### src/rtl/hjc_pkg.sv
// hjc_pkg: shared widths, types and codes for the height to jet color unit.
// No dependencies; every other file of the block imports this package.
package hjc_pkg;

	// Field widths
	localparam int HEIGHT_BITS = 32;
	localparam int COLOR_BITS  = 16;

	// Divider numerator (at most M*dv) and the wider working width of the front end
	localparam int NUM_BITS  = HEIGHT_BITS + COLOR_BITS;
	localparam int WIDE_BITS = NUM_BITS + 2;

	// APB address width: two 32-bit registers at byte offsets 0 and 4
	localparam int PADDR_BITS = 3;

	// Register indexes (decoded from paddr[2])
	localparam logic REG_HEIGHT_MIN = 1'b0;
	localparam logic REG_HEIGHT_MAX = 1'b1;

	typedef logic signed [HEIGHT_BITS-1:0] height_t;
	typedef logic [COLOR_BITS-1:0]         color_t;
	typedef logic [1:0]                    seg_t;

	localparam color_t  COLOR_MAX       = {COLOR_BITS{1'b1}};
	localparam height_t HEIGHT_MIN_RST  = '0;
	localparam height_t HEIGHT_MAX_RST  = HEIGHT_BITS'(65535);

	// Ramp segments: 4d below dv, 2dv, 3dv, or above
	localparam seg_t SEG_RISE_G = 2'd0;
	localparam seg_t SEG_FALL_B = 2'd1;
	localparam seg_t SEG_RISE_R = 2'd2;
	localparam seg_t SEG_FALL_G = 2'd3;

	// Data that moves from one divider cell to the next
	typedef struct packed {
		logic [HEIGHT_BITS-1:0] rem;     // partial remainder, below dv
		logic [COLOR_BITS-1:0]  num_lo;  // numerator bits not yet shifted in
		logic [HEIGHT_BITS-1:0] dv;      // divisor, max - min
		color_t                 quo;     // quotient bits so far
		seg_t                   seg;
		logic                   err;
	} cell_t;

endpackage

### src/rtl/hjc_if.sv
// hjc_if: valid/ready channel interfaces for height input and color output beats.
// Depends on hjc_pkg.
interface hjc_height_if import hjc_pkg::*; ();
	logic    valid;
	logic    ready;
	height_t height_raw;

	modport source (output valid, output height_raw, input ready);
	modport sink   (input valid, input height_raw, output ready);
endinterface

interface hjc_color_if import hjc_pkg::*; ();
	logic   valid;
	logic   ready;
	color_t red_level;
	color_t green_level;
	color_t blue_level;
	logic   range_error;

	modport source (output valid, output red_level, output green_level,
		output blue_level, output range_error, input ready);
	modport sink   (input valid, input red_level, input green_level,
		input blue_level, input range_error, output ready);
endinterface

### src/rtl/hjc_cfg.sv
// hjc_cfg: APB register file holding the height range (min and max).
// Depends on hjc_pkg.
module hjc_cfg import hjc_pkg::*; (
	input  logic                  clk,
	input  logic                  arst_n,
	input  logic                  psel,
	input  logic                  penable,
	input  logic                  pwrite,
	input  logic [PADDR_BITS-1:0] paddr,
	input  logic [31:0]           pwdata,
	output logic [31:0]           prdata,
	output logic                  pready,
	output height_t               height_min,
	output height_t               height_max
);

	height_t hmin_q;
	height_t hmax_q;
	logic    wr_en;
	logic    reg_idx;

	assign pready  = 1'b1;
	assign wr_en   = psel & penable & pwrite;
	assign reg_idx = paddr[2];

	// Register writes in the access phase
	always_ff @(posedge clk or negedge arst_n) begin
		if (!arst_n) begin
			hmin_q <= HEIGHT_MIN_RST;
			hmax_q <= HEIGHT_MAX_RST;
		end else if (wr_en) begin
			case (reg_idx)
				REG_HEIGHT_MIN: hmin_q <= pwdata[HEIGHT_BITS-1:0];
				REG_HEIGHT_MAX: hmax_q <= pwdata[HEIGHT_BITS-1:0];
				default: ;
			endcase
		end
	end

	// Read mux, sign extended to the bus
	always_comb begin
		case (reg_idx)
			REG_HEIGHT_MIN: prdata = 32'(hmin_q);
			REG_HEIGHT_MAX: prdata = 32'(hmax_q);
			default:        prdata = '0;
		endcase
	end

	assign height_min = hmin_q;
	assign height_max = hmax_q;

endmodule

### src/rtl/hjc_front.sv
// hjc_front: four pipeline stages that clamp the height, pick the ramp segment
// and form the divider numerator. Depends on hjc_pkg.
module hjc_front import hjc_pkg::*; (
	input  logic    clk,
	input  logic    arst_n,
	input  height_t height_min,
	input  height_t height_max,
	input  logic    in_valid,
	output logic    in_ready,
	input  height_t height_raw,
	output logic    out_valid,
	input  logic    out_ready,
	output cell_t   out_data
);

	logic v_s1, v_s2, v_s3, v_s4;
	logic rdy_s1, rdy_s2, rdy_s3, rdy_s4;

	height_t                vc_s1;
	logic                   err_s1, err_s2, err_s3;
	logic [HEIGHT_BITS-1:0] d_s2, dv_s2, dv_s3;
	seg_t                   seg_s3;
	logic [WIDE_BITS-1:0]   n_s3;
	logic [NUM_BITS-1:0]    mdv_s3;
	cell_t                  cell_s4;

	// Stage handshake: a stage loads when empty or when it drains this cycle
	assign rdy_s4   = !v_s4 || out_ready;
	assign rdy_s3   = !v_s3 || rdy_s4;
	assign rdy_s2   = !v_s2 || rdy_s3;
	assign rdy_s1   = !v_s1 || rdy_s2;
	assign in_ready = rdy_s1;

	always_ff @(posedge clk or negedge arst_n) begin
		if (!arst_n) begin
			v_s1 <= 1'b0;
			v_s2 <= 1'b0;
			v_s3 <= 1'b0;
			v_s4 <= 1'b0;
		end else begin
			if (rdy_s1) v_s1 <= in_valid;
			if (rdy_s2) v_s2 <= v_s1;
			if (rdy_s3) v_s3 <= v_s2;
			if (rdy_s4) v_s4 <= v_s3;
		end
	end

	// Stage 1: clamp to [min, max], flag a range with max <= min
	height_t vc;
	always_comb begin
		vc = height_raw;
		if (height_raw < height_min) vc = height_min;
		if (vc > height_max)         vc = height_max;
	end

	always_ff @(posedge clk) begin
		if (rdy_s1) begin
			vc_s1  <= vc;
			err_s1 <= (height_max <= height_min);
		end
	end

	// Stage 2: offsets d = v - min and dv = max - min
	always_ff @(posedge clk) begin
		if (rdy_s2) begin
			d_s2   <= vc_s1 - height_min;
			dv_s2  <= height_max - height_min;
			err_s2 <= err_s1;
		end
	end

	// Stage 3: segment from 4d against dv, 2dv, 3dv; n = 4*M*d; M*dv
	logic [HEIGHT_BITS+1:0] d4, dv1, dv2, dv3;
	logic [WIDE_BITS-1:0]   dw;
	logic [NUM_BITS-1:0]    dvw;
	seg_t                   seg;
	always_comb begin
		d4  = {d_s2, 2'b00};
		dv1 = {2'b00, dv_s2};
		dv2 = {1'b0, dv_s2, 1'b0};
		dv3 = dv1 + dv2;
		if (d4 < dv1)      seg = SEG_RISE_G;
		else if (d4 < dv2) seg = SEG_FALL_B;
		else if (d4 < dv3) seg = SEG_RISE_R;
		else               seg = SEG_FALL_G;
		dw  = WIDE_BITS'(d_s2);
		dvw = NUM_BITS'(dv_s2);
	end

	always_ff @(posedge clk) begin
		if (rdy_s3) begin
			seg_s3 <= seg;
			n_s3   <= (dw << (COLOR_BITS + 2)) - (dw << 2);
			mdv_s3 <= (dvw << COLOR_BITS) - dvw;
			dv_s3  <= dv_s2;
			err_s3 <= err_s2;
		end
	end

	// Stage 4: segment numerator, always below M*dv + 1
	logic [WIDE_BITS-1:0] mw, num_w;
	logic [NUM_BITS-1:0]  num;
	always_comb begin
		mw = WIDE_BITS'(mdv_s3);
		case (seg_s3)
			SEG_RISE_G: num_w = n_s3;
			SEG_FALL_B: num_w = (mw << 1) - n_s3;
			SEG_RISE_R: num_w = n_s3 - (mw << 1);
			default:    num_w = (mw << 2) - n_s3;
		endcase
		num = num_w[NUM_BITS-1:0];
	end

	always_ff @(posedge clk) begin
		if (rdy_s4) begin
			cell_s4.rem    <= num[NUM_BITS-1:COLOR_BITS];
			cell_s4.num_lo <= num[COLOR_BITS-1:0];
			cell_s4.dv     <= dv_s3;
			cell_s4.quo    <= '0;
			cell_s4.seg    <= seg_s3;
			cell_s4.err    <= err_s3;
		end
	end

	assign out_valid = v_s4;
	assign out_data  = cell_s4;

endmodule

### src/rtl/hjc_div_cell.sv
// hjc_div_cell: one restoring-division cell; settles one quotient bit per beat
// and hands the partial remainder to the next cell. Depends on hjc_pkg.
module hjc_div_cell import hjc_pkg::*; (
	input  logic  clk,
	input  logic  arst_n,
	input  logic  in_valid,
	output logic  in_ready,
	input  cell_t in_data,
	output logic  out_valid,
	input  logic  out_ready,
	output cell_t out_data
);

	logic                 v_q;
	cell_t                data_q;
	logic [HEIGHT_BITS:0] trial;
	logic [HEIGHT_BITS:0] diff;
	logic                 ge;
	cell_t                nxt;

	assign in_ready = !v_q || out_ready;

	// Shift in the next numerator bit, subtract dv when it fits
	always_comb begin
		trial      = {in_data.rem, in_data.num_lo[COLOR_BITS-1]};
		diff       = trial - {1'b0, in_data.dv};
		ge         = trial >= {1'b0, in_data.dv};
		nxt        = in_data;
		nxt.rem    = ge ? diff[HEIGHT_BITS-1:0] : trial[HEIGHT_BITS-1:0];
		nxt.num_lo = {in_data.num_lo[COLOR_BITS-2:0], 1'b0};
		nxt.quo    = {in_data.quo[COLOR_BITS-2:0], ge};
	end

	always_ff @(posedge clk or negedge arst_n) begin
		if (!arst_n) begin
			v_q <= 1'b0;
		end else if (in_ready) begin
			v_q <= in_valid;
		end
	end

	always_ff @(posedge clk) begin
		if (in_ready) begin
			data_q <= nxt;
		end
	end

	assign out_valid = v_q;
	assign out_data  = data_q;

endmodule

### src/rtl/height_to_jet_color_unit.sv
// height_to_jet_color_unit: top level; APB registers, front-end stages, a row of
// divider cells and the color output register. Depends on hjc_pkg, hjc_if,
// hjc_cfg, hjc_front and hjc_div_cell.
//
// Usage:
//   height_in carries one signed raw height per beat; color_out returns one
//   beat per input with red, green and blue levels (65535 is full) and
//   range_error, in input order. The APB port holds height_min (offset 0)
//   and height_max (offset 4); write them only while the unit is empty.
//   An input beat passes 4 front-end stages (clamp, offsets, segment and
//   products, numerator), 16 divider cells (one quotient bit each) and the
//   output register before output valid. Throughput is one beat per cycle
//   when not stalled; every stage has its own valid bit, so bubbles close up.
//   A stalled receiver holds the output beat steady; stages upstream keep
//   filling until the pipeline is full, then height_in.ready drops.
//   Reset clears all valid bits and loads min = 0, max = 65535.
//   When max <= min the colors are zero and range_error is set.
module height_to_jet_color_unit import hjc_pkg::*; (
	input  logic                  clk,
	input  logic                  arst_n,
	hjc_height_if.sink            height_in,
	hjc_color_if.source           color_out,
	input  logic                  psel,
	input  logic                  penable,
	input  logic                  pwrite,
	input  logic [PADDR_BITS-1:0] paddr,
	input  logic [31:0]           pwdata,
	output logic [31:0]           prdata,
	output logic                  pready
);

	height_t hmin;
	height_t hmax;

	hjc_cfg u_cfg (
		.clk        (clk),
		.arst_n     (arst_n),
		.psel       (psel),
		.penable    (penable),
		.pwrite     (pwrite),
		.paddr      (paddr),
		.pwdata     (pwdata),
		.prdata     (prdata),
		.pready     (pready),
		.height_min (hmin),
		.height_max (hmax)
	);

	// Cell chain links; link 0 comes from the front end
	cell_t cd [0:COLOR_BITS];
	logic  cv [0:COLOR_BITS];
	logic  cr [0:COLOR_BITS];

	hjc_front u_front (
		.clk        (clk),
		.arst_n     (arst_n),
		.height_min (hmin),
		.height_max (hmax),
		.in_valid   (height_in.valid),
		.in_ready   (height_in.ready),
		.height_raw (height_in.height_raw),
		.out_valid  (cv[0]),
		.out_ready  (cr[0]),
		.out_data   (cd[0])
	);

	for (genvar k = 0; k < COLOR_BITS; k++) begin : g_cell
		hjc_div_cell u_cell (
			.clk       (clk),
			.arst_n    (arst_n),
			.in_valid  (cv[k]),
			.in_ready  (cr[k]),
			.in_data   (cd[k]),
			.out_valid (cv[k+1]),
			.out_ready (cr[k+1]),
			.out_data  (cd[k+1])
		);
	end

	// Output register
	logic   out_v_q;
	color_t red_q, green_q, blue_q;
	logic   err_q;
	color_t red_c, green_c, blue_c;
	cell_t  last;

	assign last = cd[COLOR_BITS];
	assign cr[COLOR_BITS] = !out_v_q || color_out.ready;

	// Place the quotient in the segment's ramp channel
	always_comb begin
		case (last.seg)
			SEG_RISE_G: begin
				red_c = '0;        green_c = last.quo;  blue_c = COLOR_MAX;
			end
			SEG_FALL_B: begin
				red_c = '0;        green_c = COLOR_MAX; blue_c = last.quo;
			end
			SEG_RISE_R: begin
				red_c = last.quo;  green_c = COLOR_MAX; blue_c = '0;
			end
			default: begin
				red_c = COLOR_MAX; green_c = last.quo;  blue_c = '0;
			end
		endcase
		if (last.err) begin
			red_c   = '0;
			green_c = '0;
			blue_c  = '0;
		end
	end

	always_ff @(posedge clk or negedge arst_n) begin
		if (!arst_n) begin
			out_v_q <= 1'b0;
		end else if (cr[COLOR_BITS]) begin
			out_v_q <= cv[COLOR_BITS];
		end
	end

	always_ff @(posedge clk) begin
		if (cr[COLOR_BITS]) begin
			red_q   <= red_c;
			green_q <= green_c;
			blue_q  <= blue_c;
			err_q   <= last.err;
		end
	end

	assign color_out.valid       = out_v_q;
	assign color_out.red_level   = red_q;
	assign color_out.green_level = green_q;
	assign color_out.blue_level  = blue_q;
	assign color_out.range_error = err_q;

endmodule

### src/flat_wrapper.sv
// flat-port wrapper written by rule: the top's interface ports become plain ports
module height_to_jet_color_unit_flat import hjc_pkg::*;
  (clk, arst_n, psel, penable, pwrite, paddr, pwdata, prdata, pready, height_in_valid, height_in_height_raw, height_in_ready, color_out_valid, color_out_red_level, color_out_green_level, color_out_blue_level, color_out_range_error, color_out_ready);
  hjc_height_if height_in_i ();
  hjc_color_if color_out_i ();
  input  logic clk;
  input  logic arst_n;
  input  logic psel;
  input  logic penable;
  input  logic pwrite;
  input  logic [PADDR_BITS-1:0] paddr;
  input  logic [31:0] pwdata;
  output logic [31:0] prdata;
  output logic pready;
  input wire logic [$bits(height_in_i.valid)-1:0] height_in_valid;
  input wire logic [$bits(height_in_i.height_raw)-1:0] height_in_height_raw;
  output wire logic [$bits(height_in_i.ready)-1:0] height_in_ready;
  output wire logic [$bits(color_out_i.valid)-1:0] color_out_valid;
  output wire logic [$bits(color_out_i.red_level)-1:0] color_out_red_level;
  output wire logic [$bits(color_out_i.green_level)-1:0] color_out_green_level;
  output wire logic [$bits(color_out_i.blue_level)-1:0] color_out_blue_level;
  output wire logic [$bits(color_out_i.range_error)-1:0] color_out_range_error;
  input wire logic [$bits(color_out_i.ready)-1:0] color_out_ready;
  assign height_in_i.valid = height_in_valid;
  assign height_in_i.height_raw = height_in_height_raw;
  assign height_in_ready = height_in_i.ready;
  assign color_out_valid = color_out_i.valid;
  assign color_out_red_level = color_out_i.red_level;
  assign color_out_green_level = color_out_i.green_level;
  assign color_out_blue_level = color_out_i.blue_level;
  assign color_out_range_error = color_out_i.range_error;
  assign color_out_i.ready = color_out_ready;
  height_to_jet_color_unit u_core (.clk(clk), .arst_n(arst_n), .height_in(height_in_i), .color_out(color_out_i), .psel(psel), .penable(penable), .pwrite(pwrite), .paddr(paddr), .pwdata(pwdata), .prdata(prdata), .pready(pready));
endmodule
### config.mk
export PLATFORM = sky130hd
export DESIGN_NAME = height_to_jet_color_unit_flat
export DESIGN_NICKNAME = d
export VERILOG_FILES = /design/src/rtl/hjc_pkg.sv /design/src/rtl/hjc_if.sv /design/src/rtl/hjc_cfg.sv /design/src/rtl/hjc_front.sv /design/src/rtl/hjc_div_cell.sv /design/src/rtl/height_to_jet_color_unit.sv /design/src/flat_wrapper.sv
export SDC_FILE = /design/constraint.sdc
export NUM_CORES = 2
export LEC_CHECK = 0
export BUFFER_PORTS_ARGS = -buffer_cell sky130_fd_sc_hd__buf_2
export CAP_MARGIN = 10
export CORE_MARGIN = 10
export CORE_UTILIZATION = 58
export CTS_CLUSTER_DIAMETER = 80
export DETAILED_ROUTE_END_ITERATION = 8
export PLACE_DENSITY = 0.87
export SKIP_CTS_REPAIR_TIMING = 1
export SYNTH_ARGS = -nofsm -noshare
export SYNTH_HDL_FRONTEND = slang
export SYNTH_SLANG_ARGS = --single-unit
### constraint.sdc
create_clock -name clk -period 8 [get_ports clk]
set_input_delay 0 -clock clk [delete_from_list [all_inputs] [get_ports clk]]
set_output_delay 0 -clock clk [all_outputs]
set_load 0.02 [all_outputs]
; ---- Word-level counts from Yosys, hierarchy flattened
; Cells that the tools add are included.
[word_totals]
register_bits = 1709
inputBits = 74
out_inout_bits = 84
wordCells = 261
[op_classes]
add_sub_neg = 23
magnitude_cmp = 22
eq_ne = 4
n_mux = 24
bitwise_logic = 3
n_reduce_logical = 49
[op_table]
columns = cell, n
row1 = $mux W32, 17
row2 = $sub A32 B32 Y32, 17
row3 = $ge A33 B32 Y1, 16
row4 = $pmux W48 S3, 1
row5 = $sub A48 B48 Y48, 3
row6 = $pmux W16 S2, 2
row7 = $pmux W32 S2, 1
row8 = $sub A48 B34 Y48, 1
row9 = $sub A47 B32 Y47, 1
row10 = $add A32 B33 Y34, 1
row11 = $lt A34 B32 Y1, 1
row12 = $lt A34 B33 Y1, 1
row13 = $lt A34 B34 Y1, 1
row14 = $gt A32 B32 Y1, 1
row15 = $le A32 B32 Y1, 1
row16 = $lt A32 B32 Y1, 1
row17 = $logic_not A1 Y1, 21
row18 = $logic_or A1 B1 Y1, 21
row19 = $mux W16, 1
row20 = $reduce_or A2 Y1, 3
row21 = $eq A2 B1 Y1 const B, 2
row22 = $eq A2 B2 Y1 const B, 2
row23 = $logic_not A2 Y1, 2
row24 = $reduce_and A2 Y1, 2
row25 = 3 further kinds, 5

; ---- Logic depth before layout (Yosys ltp)
[depth]
depth_word = 22
ltp_mapped = 27
depth_no_buf = 24

; ---- Modules after synthesis
; A second synthesis with hierarchy kept.
[hier_totals]
hier_cells = 10438
area_unflattened_um2 = 116425.4
[by_module_without_submodules]
columns = module, n_inst, cells_each, area_per_inst_um2, seq_area_each_um2
row1 = hjc_div_cell (u_core.g_cell[0].u_cell ...), 15, 448, 5201.2, 2967.8
row2 = hjc_front, 1, 2969, 27988.1, 9318.9
row3 = hjc_div_cell (u_core.g_cell[1].u_cell), 1, 406, 5370.2, 2967.8
row4 = hjc_cfg, 1, 174, 2931.6, 1621.6
row5 = height_to_jet_color_unit, 1, 169, 2117.0, 1496.4

; ---- Worst setup path before layout
; Ideal clock, no wire load.
[synth_timing]
kind = register to register
start = reg u_core.out_v_q, in the netlist u_core.color_out.valid
end = reg u_core.u_front.dv_s3[0] (enable)
setup_time_ns = 0.788
t_arrival_ns = 7.920
t_required_ns = 7.212
path_slack_ns = -0.708
stages_incl_launch_ff = 9
path_buffers = 0
period_less_slack_ns = 8.708
path_cell_list = dfrtp_1 > nor2b_1 > nand2_1 > nor2_1 > nand2_1 > nor3_1 > nand3_1 > nor2_1 > inv_1
[synth_via]
elab_chain_cells = 20
[synth_rtl]
columns = item, line
row1 = "start, declared", height_to_jet_color_unit.sv:81  ; logic out_v_q;
row2 = "start signal, assigned", height_to_jet_color_unit.sv:117  ; out_v_q <= cv[COLOR_BITS];
row3 = $logic_not A1 Y1, height_to_jet_color_unit.sv:88  ; assign cr[COLOR_BITS] = !out_v_q || color_out.ready;
row4 = $logic_or A1 B1 Y1, height_to_jet_color_unit.sv:88
row5 = $logic_or A1 B1 Y1, hjc_div_cell.sv:21  ; assign in_ready = !v_q || out_ready;
row6 = via u_core.g_cell[14].u_cell.out_ready, hjc_div_cell.sv:10  ; input logic out_ready,
row7 = $logic_or A1 B1 Y1 (4 in a row), hjc_div_cell.sv:21
row8 = via u_core.g_cell[10].u_cell.out_ready, hjc_div_cell.sv:10
row9 = $logic_or A1 B1 Y1 (11 in a row), hjc_div_cell.sv:21
row10 = $logic_or A1 B1 Y1, hjc_front.sv:28  ; assign rdy_s4 = !v_s4 || out_ready;
row11 = via u_core.u_front.rdy_s4, hjc_front.sv:17  ; logic rdy_s1, rdy_s2, rdy_s3, rdy_s4;
row12 = $logic_or A1 B1 Y1, hjc_front.sv:29  ; assign rdy_s3 = !v_s3 || rdy_s4;
row13 = via u_core.u_front.rdy_s3, hjc_front.sv:17
row14 = "end signal, assigned", hjc_front.sv:95  ; dv_s3 <= dv_s2;
row15 = "end, declared", hjc_front.sv:21  ; logic [HEIGHT_BITS-1:0] d_s2, dv_s2, dv_s3;
; The timed path passes the listed nets, and every way through them passes these cells.
; A chain may end at the register's enable or synchronous reset.

; ---- Worst setup path in the final report
[layout_timing]
start = reg u_core.u_cfg.hmin_q[1], in the netlist u_core.u_cfg.height_min[1]
end = reg u_core.u_front.vc_s1[1], data pin
[layout_via]
elab_chain_cells = 4
[layout_rtl]
columns = item, line
row1 = "start, declared", hjc_cfg.sv:17  ; height_t hmin_q;
row2 = "start signal, assigned", hjc_cfg.sv:33  ; REG_HEIGHT_MIN: hmin_q <= pwdata[HEIGHT_BITS-1:0];
row3 = $lt A32 B32 Y1, hjc_front.sv:52  ; if (height_raw < height_min) vc = height_min;
row4 = $mux W32 *, hjc_front.sv:52
row5 = $gt A32 B32 Y1, hjc_front.sv:53  ; if (vc > height_max) vc = height_max;
row6 = $mux W32 *, hjc_front.sv:53
row7 = via u_core.u_front.vc[1], hjc_front.sv:49  ; height_t vc;
row8 = "end signal, assigned", hjc_front.sv:58  ; vc_s1 <= vc;
row9 = "end, declared", hjc_front.sv:19  ; height_t vc_s1;
; Mark *: on every way through the listed nets, which the timed path passes. The rest lies on a longest branch.

==> metrics.md <==
| Metric | Value |
|---|---|
| Rows | `roughly 150` |
| Synthesized area | `a little over 0.1 mm^2` |
| Clock Tree Buf Depth | `3` |
| Wirelength per Cell | `roughly 21 um` |
| First-pass GRT wire length | `between 300 and 400 mm` |
| Commonest cells after routing, fill and taps aside | `edfxtp_1 (1605), inv_1 (923), ha_1 (918)` |
| Drt total wl | `255 mm` |
| Register area share after synthesis | `49.9%` |
| Layout overhead on the synthesized area | `10.6%` |
| Req. time, crit path | `around 8600 ps` |
| Worst EP arrival | `between 7000 and 8000 ps` |
| Max Fclk | `0.139 GHz` |
| Worst rel slew slack | `13.2%` |
| First-pass DRT Iterations | `6` |
| TritonCTS Buffers | `approximately 180` |
| Syn avg cell area | `about 11 um^2` |
| Die ar. | `around 0.19 mm^2` |
| #FFs+latches synth | `1690` |
| Async SR Flop Fraction | `around 5%` |
| Yosys warnings | `0` |
| Fin crit share | `around nine tenths` |
| Synth cell types | `89` |
| Detail Placement HPWL | `around 190 mm` |
| Most common cell after layout, fill and taps aside | `edfxtp_1` |
| Fillers | `12689` |
| Mapped Nets | `about 10000` |
| Vias | `roughly 73000` |
| Fin Setup TNS | `0 ps` |
| Synth Flop Type | `edfxtp_1` |
| Clock Sink Count | `1690` |
| Root Buffer | `clkbuf_16` |
| Total GRT Usage | `approximately a quarter` |
| Synthesized instance count | `9247` |
| Share of cells above drive strength 1 | `around 8.9%` |
| Clk_skew | `approximately 67 ps` |
| RSZ-0062 raised after global routing | `no` |
| Port Buf Inserts | `between 150 and 200` |
| Kind of critical path | `reg -> reg` |
| # setup viols final | `0` |
| Pin count of the biggest net entering global routing | `84` |
| Number of synthesized flops with an enable pin | `around 1600` |
| CP Max Fanout | `32` |
| Crit start category | `flop` |
| TritonCTS clock tree | `built` |
| Vias in the first global route | `between 70000 and 80000` |
| Worst min path class | `in -> reg` |
| IO Pins | `158` |
| CTS clk-pin slew, worst paths | `around 70 ps` |
| Die Wd | `roughly 440 um` |
| Vias/cell | `roughly 6.1` |
| GPL Wtd Cong | `around 0.96` |
| Max H-tree Level | `4` |
| Final Max Tran Viols | `0` |
| Max-Cap Viols | `0` |
| DRC | `0` |
| Final Hold Vio Count | `0` |
| Antenna violations before repair | `3` |
| Die extent in y | `437 um` |
| Worst Tran Pin Value | `~1300 ps` |
| Nets | `around 11000` |
| Post-layout minimum cycle time | `7220 ps` |
| Final ANT Viol Nets | `0` |
| DRT iter0 DRCs | `7174` |
| CORE AREA | `roughly 0.17 mm^2` |
| Initial Utilization | `about three fifths` |
| Clk_lat worst skew | `between 800 and 900 ps` |
| Grt ovf | `0` |
| Status | `completed` |
| Critical Path End Type | `flop` |
## worst max-delay path, stage by stage (launching register included)
cell      delay, ps
dfrtp_1         470
inv_1           140
ha_1            300
a21o_1          110
a21o_1          130
a21o_1          120
a21o_1          130
a21oi_1          70
o21ai_0         410
a221oi_1        220
o21ai_2         760
buf_4           370
mux2_2          380
ha_1            300
a21o_1          170
a21o_1          180
a21o_1          180
a21o_1          180
a21oi_1         210
nor2b_1         100
o31ai_1         520
nand4b_1        190
or3b_2          860
mux2_2          430
## cells by family (layout without fill, tap and decap cells)
logic type / after synthesis / count (layout) / share of synthesized area [%]
buf+inv: 1110 / 1565 / 4.19
compound gates: 2405 / 2405 / 14.8
other cells: 1 / 3 / 0.00372
xor+xnor: 632 / 632 / 5.49
mux: 319 / 319 / 3.61
fa+ha+maj: 938 / 938 / 11.8
simple gates: 2152 / 2152 / 10.2
flops: 1690 / 1690 / 49.9
## through the flow
stage	utilization, %	cells	setup slack (ps)	area (um^2)	hold slack, ps
3_3_place_gp	60.2	11595	1180	104000	-56.8
6_report	64.3	12029	783	112000	4.04
4_1_cts	63.7	11920	1200	110000	-932
5_1_grt	64.3	12027	605	112000	5.09
3_5_place_dp	60.2	11595	1210	104000	-55.0
2_1_floorplan	-	9247	66.8	101000	-296
## cell type report
cell class / instances / area, um^2 / share of cell area [%]
Antenna cell: 2 / 5.00 / 0.00449
Multi-Input combinational cell: 6447 / 46500 / 41.7
Inverter: 930 / 3490 / 3.13
Timing Repair Buffer: 310 / 2220 / 1.99
Clock buffer: 202 / 4540 / 4.07
Sequential cell: 1690 / 50300 / 45.1
Tap cell: 2325 / 2910 / 2.61
Clock inverter: 123 / 1520 / 1.36
## sequential cells by signal, indices dropped and copies added, names as in the netlist, 2 cells and up
register	count
u_core.u_front.d_s2	32
u_core.u_front.mdv_s3	46
u_core.u_front.n_s3	46
u_core.u_cfg.height_max	32
u_core.u_cfg.height_min	32
u_core.u_front.seg_s3	2
u_core.color_out.blue_level	16
u_core.u_front.vc_s1	32
u_core.u_front.out_data	82
u_core.color_out.red_level	16
u_core.color_out.green_level	16
u_core.u_front.dv_s2	32
u_core.g_cell.u_cell.out_valid	16
u_core.g_cell.u_cell.out_data	1249
u_core.u_front.dv_s3	32
## cell usage after synthesis, types with 121 or more instances
cell type / number / area, um^2
xor2_1: 230 / 2010
edfxtp_1: 1605 / 48200
xnor2_1: 402 / 3520
inv_1: 929 / 3490
a21oi_1: 686 / 3430
nand2b_1: 143 / 895
nand2_1: 700 / 2630
nand3_1: 155 / 776
nor2b_1: 121 / 757
a21o_1: 422 / 3170
clkbuf_1: 153 / 574
o21ai_0: 653 / 3270
mux2_2: 251 / 2830
ha_1: 918 / 11500
nor2_1: 507 / 1900
## metal layers
layer | share of wire (%) | wire length, um | vias to the layer above | track usage, %
li1 | - | - | 34368 | -
met1 | 39 | 99600 | 35175 | 30.9
met2 | 49 | 124000 | 3085 | 43.8
met3 | 6.4 | 16400 | 847 | 3.72
met4 | 5.9 | 15000 | 4 | 12.9
met5 | 0.011 | 28 | - | 0
## final timing paths
check,start,endpoint,slack (ps),cells after the start
max in group asynchronous,arst_n,u_core.g_cell[15].u_cell.out_valid$_DFFE_PN0P_,6790,4
max reg2reg,u_core.u_cfg.height_min[1]$_DFFE_PN0P_,u_core.u_front.vc_s1[1]$_DFFE_PP_,780,23
min,pwdata[2],u_core.u_cfg.height_min[2]$_DFFE_PN0P_,4,3
min reg2reg,u_core.g_cell[7].u_cell.out_data[0]$_DFFE_PP_,u_core.g_cell[8].u_cell.out_data[0]$_DFFE_PP_,390,0
max,u_core.u_cfg.height_min[1]$_DFFE_PN0P_,u_core.u_front.vc_s1[1]$_DFFE_PP_,780,23
min in group asynchronous,arst_n,u_core.u_cfg.height_min[11]$_DFFE_PN0P_,250,4
Power is left out: the tool's default activity adds up to more than one toggle a clock period on the data nets, which glitch-free logic cannot reach.
